`src/rc4_pkg.sv`:
```
// Shared types and constants for the RC4 cipher engine.
// Used by rc4_ram, rc4_ctrl and the top level; depends on nothing else.
`timescale 1ns / 1ps
`default_nettype none

package rc4_pkg;

  localparam int ByteW = 8;
  localparam int AddrW = 8;
  localparam int Depth = 256;
  localparam int LenW  = 9;

  typedef enum logic [3:0] {
    ST_IDLE,
    ST_INIT,
    ST_KS_RD,
    ST_KS_J,
    ST_KS_WK,
    ST_KS_WJ,
    ST_DT_J,
    ST_DT_SW,
    ST_DT_OUT
  } state_t;

  typedef struct packed {
    logic             we;
    logic [AddrW-1:0] waddr;
    logic [ByteW-1:0] wdata;
    logic             re;
    logic [AddrW-1:0] raddr;
  } mem_req_t;

  typedef struct packed {
    logic             valid;
    logic [ByteW-1:0] value;
    logic             no_key;
  } res_t;

endpackage

`default_nettype wire

```
`src/rc4_ram.sv`:
```
// 256 x 8 synchronous memory with one write port and one registered read port.
// Depends on rc4_pkg for widths and the request struct.
`timescale 1ns / 1ps
`default_nettype none

module rc4_ram (
  input  wire logic                      clk,
  input  wire rc4_pkg::mem_req_t         req,
  output logic [rc4_pkg::ByteW-1:0]      rdata
);

  logic [rc4_pkg::ByteW-1:0] mem [rc4_pkg::Depth];

  always_ff @(posedge clk) begin
    if (req.we) begin
      mem[req.waddr] <= req.wdata;
    end
  end

  // Read-first: a read of the entry being written returns the old value.
  // The data register holds until the next read is issued.
  always_ff @(posedge clk) begin
    if (req.re) begin
      rdata <= mem[req.raddr];
    end
  end

endmodule

`default_nettype wire

```
`src/rc4_ctrl.sv`:
```
// Sequencer for the RC4 engine: key loading, key schedule and keystream swaps.
// Drives the permutation and key store memories; depends on rc4_pkg.
`timescale 1ns / 1ps
`default_nettype none

module rc4_ctrl #(
  parameter int KEY_MAX = 256
) (
  input  wire logic                       clk,
  input  wire logic                       rst,
  input  wire logic                       req_valid,
  output logic                            req_stall,
  input  wire logic                       command,
  input  wire logic [rc4_pkg::ByteW-1:0]  data_byte,
  input  wire logic                       last_key_byte,
  input  wire logic                       res_free,
  output rc4_pkg::res_t                   res,
  output rc4_pkg::mem_req_t               perm_req,
  input  wire logic [rc4_pkg::ByteW-1:0]  perm_rdata,
  output rc4_pkg::mem_req_t               key_req,
  input  wire logic [rc4_pkg::ByteW-1:0]  key_rdata
);

  localparam logic [rc4_pkg::LenW-1:0] KeyMaxC = rc4_pkg::LenW'(KEY_MAX);

  rc4_pkg::state_t            state, state_next;
  logic [rc4_pkg::AddrW-1:0]  cnt, cnt_next;
  logic [rc4_pkg::AddrW-1:0]  kidx, kidx_next;
  logic [rc4_pkg::LenW-1:0]   key_len, key_len_next;
  logic [rc4_pkg::AddrW-1:0]  idx_i, idx_i_next;
  logic [rc4_pkg::AddrW-1:0]  idx_j, idx_j_next;
  logic                       keyed, keyed_next;
  logic [rc4_pkg::ByteW-1:0]  sk, sk_next;
  logic [rc4_pkg::ByteW-1:0]  sj, sj_next;
  logic [rc4_pkg::ByteW-1:0]  dbyte, dbyte_next;
  logic                       fwd_i, fwd_i_next;
  logic                       fwd_j, fwd_j_next;
  logic                       req_fire;
  logic [rc4_pkg::ByteW-1:0]  kb;
  logic [rc4_pkg::ByteW-1:0]  ks;
  logic [rc4_pkg::AddrW-1:0]  tsum;

  assign req_stall = (state != rc4_pkg::ST_IDLE) || !res_free;
  assign req_fire  = req_valid && !req_stall;

  always_ff @(posedge clk) begin
    if (rst) begin
      state   <= rc4_pkg::ST_IDLE;
      key_len <= '0;
      idx_i   <= '0;
      idx_j   <= '0;
      keyed   <= 1'b0;
    end else begin
      state   <= state_next;
      key_len <= key_len_next;
      idx_i   <= idx_i_next;
      idx_j   <= idx_j_next;
      keyed   <= keyed_next;
    end
  end

  always_ff @(posedge clk) begin
    cnt   <= cnt_next;
    kidx  <= kidx_next;
    sk    <= sk_next;
    sj    <= sj_next;
    dbyte <= dbyte_next;
    fwd_i <= fwd_i_next;
    fwd_j <= fwd_j_next;
  end

  always_comb begin
    state_next   = state;
    cnt_next     = cnt;
    kidx_next    = kidx;
    key_len_next = key_len;
    idx_i_next   = idx_i;
    idx_j_next   = idx_j;
    keyed_next   = keyed;
    sk_next      = sk;
    sj_next      = sj;
    dbyte_next   = dbyte;
    fwd_i_next   = fwd_i;
    fwd_j_next   = fwd_j;
    perm_req     = '0;
    key_req      = '0;
    res          = '0;
    kb           = (key_len == '0) ? '0 : key_rdata;
    tsum         = sk + perm_rdata;
    // After the swap, entry i holds the old S[j] and entry j the old S[i];
    // the memory read was issued before the swap was complete.
    ks           = fwd_i ? sj : (fwd_j ? sk : perm_rdata);

    case (state)
      rc4_pkg::ST_IDLE: begin
        if (req_fire) begin
          if (!command) begin
            if (key_len < KeyMaxC) begin
              key_req.we    = 1'b1;
              key_req.waddr = key_len[rc4_pkg::AddrW-1:0];
              key_req.wdata = data_byte;
              key_len_next  = key_len + rc4_pkg::LenW'(1);
            end
            if (last_key_byte) begin
              cnt_next   = '0;
              state_next = rc4_pkg::ST_INIT;
            end
          end else if (!keyed) begin
            res.valid  = 1'b1;
            res.value  = data_byte;
            res.no_key = 1'b1;
          end else begin
            idx_i_next     = idx_i + rc4_pkg::AddrW'(1);
            perm_req.re    = 1'b1;
            perm_req.raddr = idx_i + rc4_pkg::AddrW'(1);
            dbyte_next     = data_byte;
            state_next     = rc4_pkg::ST_DT_J;
          end
        end
      end

      rc4_pkg::ST_INIT: begin
        perm_req.we    = 1'b1;
        perm_req.waddr = cnt;
        perm_req.wdata = cnt;
        cnt_next       = cnt + rc4_pkg::AddrW'(1);
        if (cnt == '1) begin
          kidx_next  = '0;
          idx_j_next = '0;
          state_next = rc4_pkg::ST_KS_RD;
        end
      end

      rc4_pkg::ST_KS_RD: begin
        perm_req.re    = 1'b1;
        perm_req.raddr = cnt;
        key_req.re     = 1'b1;
        key_req.raddr  = kidx;
        state_next     = rc4_pkg::ST_KS_J;
      end

      rc4_pkg::ST_KS_J: begin
        sk_next        = perm_rdata;
        idx_j_next     = idx_j + perm_rdata + kb;
        perm_req.re    = 1'b1;
        perm_req.raddr = idx_j + perm_rdata + kb;
        if ({1'b0, kidx} + rc4_pkg::LenW'(1) >= key_len) begin
          kidx_next = '0;
        end else begin
          kidx_next = kidx + rc4_pkg::AddrW'(1);
        end
        state_next     = rc4_pkg::ST_KS_WK;
      end

      rc4_pkg::ST_KS_WK: begin
        perm_req.we    = 1'b1;
        perm_req.waddr = cnt;
        perm_req.wdata = perm_rdata;
        state_next     = rc4_pkg::ST_KS_WJ;
      end

      rc4_pkg::ST_KS_WJ: begin
        perm_req.we    = 1'b1;
        perm_req.waddr = idx_j;
        perm_req.wdata = sk;
        cnt_next       = cnt + rc4_pkg::AddrW'(1);
        if (cnt == '1) begin
          idx_i_next   = '0;
          idx_j_next   = '0;
          keyed_next   = 1'b1;
          key_len_next = '0;
          state_next   = rc4_pkg::ST_IDLE;
        end else begin
          state_next   = rc4_pkg::ST_KS_RD;
        end
      end

      rc4_pkg::ST_DT_J: begin
        sk_next        = perm_rdata;
        idx_j_next     = idx_j + perm_rdata;
        perm_req.re    = 1'b1;
        perm_req.raddr = idx_j + perm_rdata;
        state_next     = rc4_pkg::ST_DT_SW;
      end

      rc4_pkg::ST_DT_SW: begin
        sj_next        = perm_rdata;
        perm_req.we    = 1'b1;
        perm_req.waddr = idx_i;
        perm_req.wdata = perm_rdata;
        perm_req.re    = 1'b1;
        perm_req.raddr = tsum;
        fwd_i_next     = (tsum == idx_i);
        fwd_j_next     = (tsum == idx_j);
        state_next     = rc4_pkg::ST_DT_OUT;
      end

      rc4_pkg::ST_DT_OUT: begin
        // The write is repeated harmlessly while the result waits for room.
        perm_req.we    = 1'b1;
        perm_req.waddr = idx_j;
        perm_req.wdata = sk;
        if (res_free) begin
          res.valid  = 1'b1;
          res.value  = dbyte ^ ks;
          res.no_key = 1'b0;
          state_next = rc4_pkg::ST_IDLE;
        end
      end

      default: begin
        state_next = rc4_pkg::ST_IDLE;
      end
    endcase
  end

`ifndef SYNTHESIS
  a_keyed_sticks: assert property (@(posedge clk) disable iff (rst)
    keyed |=> keyed)
    else $error("keyed flag cleared after a key was scheduled");

  a_key_len_bound: assert property (@(posedge clk) disable iff (rst)
    key_len <= KeyMaxC)
    else $error("key length beyond the key store limit");

  a_res_states: assert property (@(posedge clk) disable iff (rst)
    res.valid |-> (state == rc4_pkg::ST_IDLE || state == rc4_pkg::ST_DT_OUT))
    else $error("result produced outside the idle or output state");

  a_sched_end: assert property (@(posedge clk) disable iff (rst)
    (state == rc4_pkg::ST_KS_WJ && cnt == '1) |=>
      (idx_i == '0 && idx_j == '0 && keyed && key_len == '0
       && state == rc4_pkg::ST_IDLE))
    else $error("key schedule did not finish cleanly");
`endif

endmodule

`default_nettype wire

```
`src/rc4_keystream_cipher.sv`:
```
// A keyed data byte passes ST_DT_J, ST_DT_SW and ST_DT_OUT to the result register, waiting
// in ST_DT_OUT while that register is full; an unkeyed data byte goes to it from idle, and a
// key byte gives no result. New bytes are taken only in idle. The last key byte stalls the
// input through the permutation fill and the schedule steps ST_KS_RD, ST_KS_J, ST_KS_WK and
// ST_KS_WJ, split by the single write port of the permutation memory.
// Reset clears the indices, key length, keyed flag and result valid flag, but not the memories.
// Top level of the RC4 engine: sequencer, two memories and the result register.
// Depends on rc4_pkg, rc4_ram and rc4_ctrl.
`timescale 1ns / 1ps
`default_nettype none

module rc4_keystream_cipher #(
  parameter int KEY_MAX = 256
) (
  input  wire logic                       clk,
  input  wire logic                       rst,
  input  wire logic                       req_valid,
  output logic                            req_stall,
  input  wire logic                       command,
  input  wire logic [rc4_pkg::ByteW-1:0]  data_byte,
  input  wire logic                       last_key_byte,
  output logic                            rsp_valid,
  input  wire logic                       rsp_stall,
  output logic [rc4_pkg::ByteW-1:0]       out_byte,
  output logic                            no_key
);

  rc4_pkg::mem_req_t          perm_req;
  rc4_pkg::mem_req_t          key_req;
  logic [rc4_pkg::ByteW-1:0]  perm_rdata;
  logic [rc4_pkg::ByteW-1:0]  key_rdata;
  rc4_pkg::res_t              res;
  logic                       res_free;

  // The result register may be reloaded in the cycle its transfer completes.
  assign res_free = !rsp_valid || !rsp_stall;

  rc4_ctrl #(
    .KEY_MAX (KEY_MAX)
  ) u_ctrl (
    .clk           (clk),
    .rst           (rst),
    .req_valid     (req_valid),
    .req_stall     (req_stall),
    .command       (command),
    .data_byte     (data_byte),
    .last_key_byte (last_key_byte),
    .res_free      (res_free),
    .res           (res),
    .perm_req      (perm_req),
    .perm_rdata    (perm_rdata),
    .key_req       (key_req),
    .key_rdata     (key_rdata)
  );

  rc4_ram u_perm (
    .clk   (clk),
    .req   (perm_req),
    .rdata (perm_rdata)
  );

  rc4_ram u_key (
    .clk   (clk),
    .req   (key_req),
    .rdata (key_rdata)
  );

  always_ff @(posedge clk) begin
    if (rst) begin
      rsp_valid <= 1'b0;
    end else if (res.valid) begin
      rsp_valid <= 1'b1;
    end else if (!rsp_stall) begin
      rsp_valid <= 1'b0;
    end
  end

  always_ff @(posedge clk) begin
    if (res.valid) begin
      out_byte <= res.value;
      no_key   <= res.no_key;
    end
  end

endmodule

`default_nettype wire
```
`config.mk`:
```
export PLATFORM = sky130hd
export DESIGN_NAME = rc4_keystream_cipher
export DESIGN_NICKNAME = d
export VERILOG_FILES = /design/src/rc4_pkg.sv /design/src/rc4_ram.sv /design/src/rc4_ctrl.sv /design/src/rc4_keystream_cipher.sv
export SDC_FILE = /design/constraint.sdc
export NUM_CORES = 2
export LEC_CHECK = 0
export BUFFER_PORTS_ARGS = -buffer_cell sky130_fd_sc_hd__buf_4
export CORE_MARGIN = 2
export CORE_UTILIZATION = 60
export CTS_CLUSTER_SIZE = 30
export DETAILED_ROUTE_END_ITERATION = 6
export PLACE_DENSITY = 0.76
export SYNTH_ARGS = -nofsm -noshare
export SYNTH_HDL_FRONTEND = slang
export SYNTH_SLANG_ARGS = --single-unit
```
`constraint.sdc`:
```
create_clock -name clk -period 13.51 [get_ports clk]
set_clock_uncertainty 0.1 [all_clocks]
set_input_delay 0.6755 -clock clk [delete_from_list [all_inputs] [get_ports clk]]
set_output_delay 0.6755 -clock clk [all_outputs]
set_load 0.02 [all_outputs]
```
======== After elaboration in Yosys (flattened, before gate mapping) ========
Memory sizes are Yosys's and may differ from the RTL's. A register that Yosys moved wholly into a read port is not among the register bits.
Cells that the tools add are included.
operators by class
  $add $sub $neg .......................... 8
  order comparisons ....................... 2
  eq/ne operators ......................... 24
  mux-type cells .......................... 49
  bitwise operators ....................... 1
  reductions and logical operators ........ 25
operators with widths
  operator                                               count
  two-way mux 8 bit                                      11
  two-way mux 9 bit                                      8
  two-way mux 17 bit                                     4
  one-hot mux 17 bit (4 select lines)                    1
  one-hot mux 8 bit (2 select lines)                     3
  one-hot mux 9 bit (5 select lines)                     1
  two-way mux 10 bit                                     4
  one-hot mux 4 bit (9 select lines)                     1
  adder 8 x 1 -> 8 bit, second input constant            3
  adder 8 bit                                            3
  two-way mux 4 bit                                      6
  one-hot mux 8 bit (3 select lines)                     1
  one-hot mux 10 bit (2 select lines)                    1
  one-hot mux 9 bit (2 select lines)                     1
  == test 4 x 3 -> 1 bit, second input constant          4
  == test 8 bit                                          2
  inequality test 2 x 1 -> 1 bit, second input constant  8
  AND reduction 5 bit                                    3
  adder 8 x 1 -> 9 bit, second input constant            1
  adder 9 x 1 -> 9 bit, second input constant            1
  greater-or-equal comparator 9 bit                      1
  zero test 9 bit                                        1
  < comparator 9 bit, second input constant              1
  == test 4 x 2 -> 1 bit, second input constant          2
  other kinds (19)                                       37
word-level totals
  bits in registers ....................... 82
  memory bits (writable) .................. 4096
  input port bits ......................... 14
  memories kept ........................... 2
memory list
  memory      words  width  rd ports  clocked after memory_dff  write ports  RTL line       RTL
  u_key.mem   256    8      1         1                         1            rc4_ram.sv:12  logic [rc4_pkg::ByteW-1:0] mem [rc4_pkg::Depth];
  u_perm.mem  256    8      1         1                         1            rc4_ram.sv:12

======== Longest topological paths before layout ========
  word-level depth ........................ 10
  depth in mapped cells ................... 20
  depth with buffers taken out ............ 17

======== Hierarchy ========
A second synthesis with hierarchy kept.
unflattened totals
  cell total of the unflattened synthesis .. 8119
  area total of the unflattened synthesis .. 165239.7 um^2
by module, submodules not included
  module                instances  cells each  area each (um^2)  seq. area each (um^2)
  rc4_ram               2          3733        79636.4           61739.2
  rc4_ctrl              1          640         5664.2            1861.8
  rc4_keystream_cipher  1          13          302.8             290.3

======== Worst setup path before layout ========
No wires, ideal clock.
  path type ............................... input -> register
  start ................................... in req_valid
  end ..................................... mem u_key.mem[0][0] (netlist bit), data pin
  setup time .............................. 0.869 ns
  arrival time ............................ 5.053 ns
  slack ................................... 7.488 ns
  stages on the path ...................... 5
  cells stage by stage .................... a21boi_0 > nand2_1 > nor3_1 > clkbuf_1 > and2_1
RTL lines
  element             RTL line                    RTL
  start: declaration  rc4_keystream_cipher.sv:17  input wire logic req_valid,
  end: declaration    rc4_ram.sv:12

======== Worst setup path in the final report ========
  start ................................... reg u_ctrl.key_len[6] (netlist bit)
  end ..................................... reg u_perm.rdata[1] (netlist bit) (read register of u_perm.mem), data pin
on the way
  word-level cells in the longest chain between the ends .. 4
RTL lines
  element                             RTL line         RTL
  start: declaration                  rc4_ctrl.sv:29   logic [rc4_pkg::LenW-1:0] key_len, key_len_next;
  start signal: assignment            rc4_ctrl.sv:55   key_len <= key_len_next;
  zero test 9 bit                     rc4_ctrl.sv:88   kb = (key_len == '0) ? '0 : key_rdata;
  two-way mux 8 bit                   rc4_ctrl.sv:88
  adder 8 bit                         rc4_ctrl.sv:146  perm_req.raddr = idx_j + perm_rdata + kb;
  one-hot mux 9 bit (5 select lines)  rc4_ctrl.sv:94   case (state)
  end: declaration                    rc4_ram.sv:9     output logic [rc4_pkg::ByteW-1:0] rdata
No other way between the ends.
A chain may end at the register's enable or synchronous reset.

==> results <==
- The detailed-placement wirelength estimate is around 260,000 um.
- The via count of the first global-routing pass is 97,933.
- The type of the worst min-delay path is input port to flop.
- The antenna violation net count after detailed routing is 0.
- The flip-flop cell with the highest count after synthesis is edfxtp_1.
- Entering global routing, the biggest net connects 193 pins.
- The critical path data arrival time is 8.40 ns.
- VDD sags by at most between 0.15 and 0.2 mV.
- The synthesized flop and latch total is between 4,000 and 5,000.
- Data on the critical path is required at its endpoint by 14.11 ns.
- Setup repair after global routing left no endpoint under its margin.
- The core region is 0.279 mm^2.
- The number of enable-type register cells in the synthesized netlist is about 4,200.
- The worst setup path is of the flop to flop kind.
- The count of placed standard cells including taps is around 14,000.
- The post-cts sizing count is 0.
- The path with the worst hold slack has its endpoint at u_ctrl.cnt[3]$_SDFFCE_PN0P_.
- The kind of end point of the critical path is a flop.
- The number of cells traversed by the worst register-to-register path is 18.
- After the first detailed-routing iteration, the DRC count stood at about 16,000.
- The floorplan has approximately 190 rows.
- TritonCTS built the clock tree.
- The flow ran to the end, but the final reports show violations.
- 25 I/O pins were placed.
- The design draws 0.0271 W.
- The worst-case headroom to the max-slew limit is -5.70%.
- The final reports fail on design-rule violations, max-capacitance violations, max-slew violations.
- The tree is rooted in a clkbuf_16.
- From bottom edge to top edge, the die measures 533 um.
- The warning count from the yosys run is 0.
- Summing every instance area after synthesis gives 0.168 mm^2.
- After clock tree synthesis, the clock-pin slew on the worst setup and hold paths is roughly 0.060 ns.
- The count of buffers added on input and output ports is 24.
- The startpoint identified for the worst hold timing path is last_key_byte.
- The areal power density over the cells is roughly 150 mW/mm^2.
- Across the run, the number of max-cap violations was 1.
- At the pin with the least slew margin, the transition time is approximately 1.6 ns.
- Synthesis produced a netlist with a net count of about 11,000.
- Based on the critical path, the design can be clocked at up to 0.128 GHz.
- The setup-violating endpoint count in the final report is 0.
- The count of final hold-check violations was 0.
- After detailed routing, the average wire length per cell comes to 31.3 um.
- The sequential-to-total area share from yosys stat is around 75%.
- The analysis attributes to cell leakage a power of 61.8 nW.
- The type of element launching the critical path is a flop.
- The number of levels in the clock H-tree is 5.
- The capture point of the worst reg-to-reg path is u_perm.rdata[1]$_DFFE_PP_.
- In this run the cell area measured after placement is 0.172 mm^2.
- The number of buffers on the longest clock path is 4.
- Synthesis produced about 11,000 cells.
- The count of TritonRoute iterations in the first routing pass is 7.
- The first-pass GRT wire length is approximately 670,000 um.
- The weighted congestion reported at the end of routability-driven placement is approximately 0.94.
- The total overflow left after global routing is 0.
- The final count of pins violating max slew was 2.
- The clock buffer count from CTS is 402.
- The maximum fanout encountered on the critical timing path is ~140.
- The setup slack of the worst register-to-register path is between 5 and 6 ns.
- In this run, distinct cell masters in the synthesized netlist total a little over 80.
- Once layout is complete, the cells apart from fillers number approximately 15,000.
- Counting I/O delays and the setup requirement, the final critical path takes just under 8 ns.
- After routing the design area is between 0.15 and 0.2 mm^2.
- Wires add up to approximately 460,000 um.
- After routing, the total negative slack on setup checks comes to 0 ns.
- The mean instance size in the synthesized netlist is about 16 um^2.
- The worst setup path startpoint is u_ctrl.key_len[6]$_SDFFE_PP0P_.
- The total global routing track utilization is a little under a third.
- The die covers about 0.28 mm^2.
- Of all flip-flops after synthesis, the portion carrying an async set or reset was 0%.
- In this run the horizontal extent of the chip is roughly 530 um.
- At the later pin of the worst-skew pair, clock insertion delay measures between 0.9 and 1 ns.
- The worst register-to-register path begins at u_ctrl.key_len[6]$_SDFFE_PP0P_.
- The number of clock sinks is approximately 4,200.
- The initial antenna violation count was 12.
- The total of fill cells in the finished design is approximately 18,000.
- The part of the cycle the worst path needs is between 50% and 60%.
- The final route contains roughly 100k vias.
- The via-per-instance ratio is slightly below 7.
- The synthesis-to-layout area growth is 10.0%.
- After the last flow step, the layout net total stands at around 11,000.
- The remaining routing DRC violations is 83.
- The share of layout cells above drive strength 1 is about an eighth.
- The worst hold margin is ~0.21 ns.
- The initial utilization of the core area, before any placement, comes to 60.3%.
- Counting instances, the worst hold path has a depth of 3.
## sequential cells by signal, indices dropped and copies added (netlist names)
| register | cells |
|---|---|
| u_perm.mem | 2048 |
| u_ctrl.fwd_i | 1 |
| out_byte | 8 |
| u_ctrl.state | 4 |
| u_ctrl.key_len | 9 |
| u_key.rdata | 8 |
| u_ctrl.cnt | 8 |
| u_ctrl.sk | 8 |
| u_ctrl.dbyte | 8 |
| u_ctrl.idx_j | 8 |
| u_ctrl.idx_i | 8 |
| u_ctrl.fwd_j | 1 |
| rsp_valid | 1 |
| no_key | 1 |
| u_key.mem | 2048 |
| u_perm.rdata | 8 |
| u_ctrl.sj | 8 |
| u_ctrl.kidx | 8 |
| u_ctrl.keyed | 1 |
## cell type report
type	count	area, um^2	area share, %
clock buffer	481	10500	5.67
antenna	11	27.5	0.0149
multi-input combinational	5755	39500	21.4
clock inverter	254	2490	1.35
sequential	4194	126000	67.9
timing repair buffer	219	1920	1.04
inverter	27	161	0.0873
tap	3724	4660	2.52
## worst max path at each step
| stage | slack, ns | endpoint |
|---|---|---|
| final | 5.72 | u_perm.rdata[1]$_DFFE_PP_ |
| after global routing | 5.63 | u_perm.rdata[1]$_DFFE_PP_ |
| after CTS | 5.85 | u_perm.rdata[1]$_DFFE_PP_ |
| after global placement | 6.01 | u_perm.rdata[1]$_DFFE_PP_ |
| after detailed placement | 5.86 | u_perm.rdata[1]$_DFFE_PP_ |
| after floorplan | 7.49 | u_key.mem[0][0]$_DFFE_PP_ |
## placed cells by master (no fill, tap or decap), types with 142 or more instances in the layout
master / synthesis / final
o22ai_1: 295 / 295
edfxtp_1: 4163 / 4163
clkbuf_16: 0 / 408
mux4_2: 417 / 417
a31oi_1: 142 / 142
mux2i_1: 295 / 295
nor2_1: 613 / 607
nand2_1: 1766 / 1750
buf_4: 16 / 187
a21oi_1: 274 / 270
o21ai_0: 238 / 237
mux2_2: 195 / 195
nand3_1: 468 / 467
## power by group
| part | internal [W] | switching (W) | total [W] |
|---|---|---|---|
| sequential | 0.0144 | 0.0000214 | 0.0144 |
| combinational | 0.000376 | 0.00106 | 0.00144 |
| clock | 0.00629 | 0.00487 | 0.0112 |
| total | 0.0211 | 0.00596 | 0.0271 |
## Yosys cell counts (10+ instances only)
cell type,number,area [um^2]
nand2_1,1766,6630
a311oi_1,72,631
inv_1,26,97.6
a221oi_1,63,552
nand2b_1,11,68.8
buf_4,16,120
dfxtp_1,31,621
or3_1,11,68.8
mux4_2,417,9390
a211oi_1,137,1030
nor2b_1,49,307
a21oi_1,274,1370
o31ai_1,15,113
nand3_1,468,2340
a22o_1,10,87.6
a31oi_1,142,888
a32oi_1,58,508
ha_1,35,438
nor4_1,21,131
xnor2_1,35,307
buf_1,109,409
buf_2,190,951
a32o_1,10,100
a22oi_1,28,210
a21o_1,31,233
nand4_1,50,313
o211ai_1,18,135
and3_1,142,888
o22ai_1,295,1850
a2111oi_0,14,123
and2_1,26,163
o21ai_0,238,1190
or4_1,10,75.1
clkbuf_1,405,1520
mux2i_1,295,2950
a222oi_1,17,170
mux2_2,195,2200
edfxtp_1,4163,125000
nor2_1,613,2300
xor2_1,28,245
nor3_1,46,230
## per-layer routing
metal | vias to the layer above | track usage (%) | share of wire (%)
met1 | 50125 | 41.7 | 34
met4 | 12 | 20.0 | 7.3
met5 | - | 0 | 0.019
li1 | 41358 | - | -
met2 | 7469 | 48.9 | 47
met3 | 1563 | 6.83 | 12
## critical path, cell delays in order, from the launching register on
cell	delay, ns
dfxtp_1	0.37
nor2_1	0.36
nand2_1	0.29
nand4b_1	0.48
and2_1	0.31
ha_1	0.23
fa_1	0.46
xor2_1	0.18
a22oi_1	0.45
and3_4	0.63
buf_12	0.55
buf_4	0.62
a21oi_1	0.19
a221oi_1	0.40
nor3_1	0.12
o31ai_1	0.56
a2111oi_0	0.23
clkbuf_2	0.21
o32ai_1	0.56
## kinds of logic (layout without fill, tap and decap cells)
family | Yosys count | after routing | share of synthesized area (%)
AO/OA/AOI/OAI | 1495 | 1495 | 5.85
XOR/XNOR | 63 | 63 | 0.328
adder cells (fa/ha/maj) | 38 | 38 | 0.296
buffers and inverters | 753 | 981 | 1.89
flip-flops | 4194 | 4194 | 74.8
multiplexers | 907 | 907 | 8.65
other | 0 | 11 | 0
AND/OR/NAND/NOR | 3252 | 3252 | 8.24
## per-stage QoR
step | setup WS [ns] | utilization, %
final | 5.72 | 66.3
after global routing | 5.63 | 66.3
after CTS | 5.85 | 66.3
after detailed placement | 5.86 | 61.6
after global placement | 6.01 | 61.6
after floorplan | 7.49 | -
## repair_timing
item                                   4_1_cts  5_1_grt
setup buffers                                0        0
endpoints found under the hold margin       33        0
hold buffers                                11        0
Power figures use the tool's default switching activity.
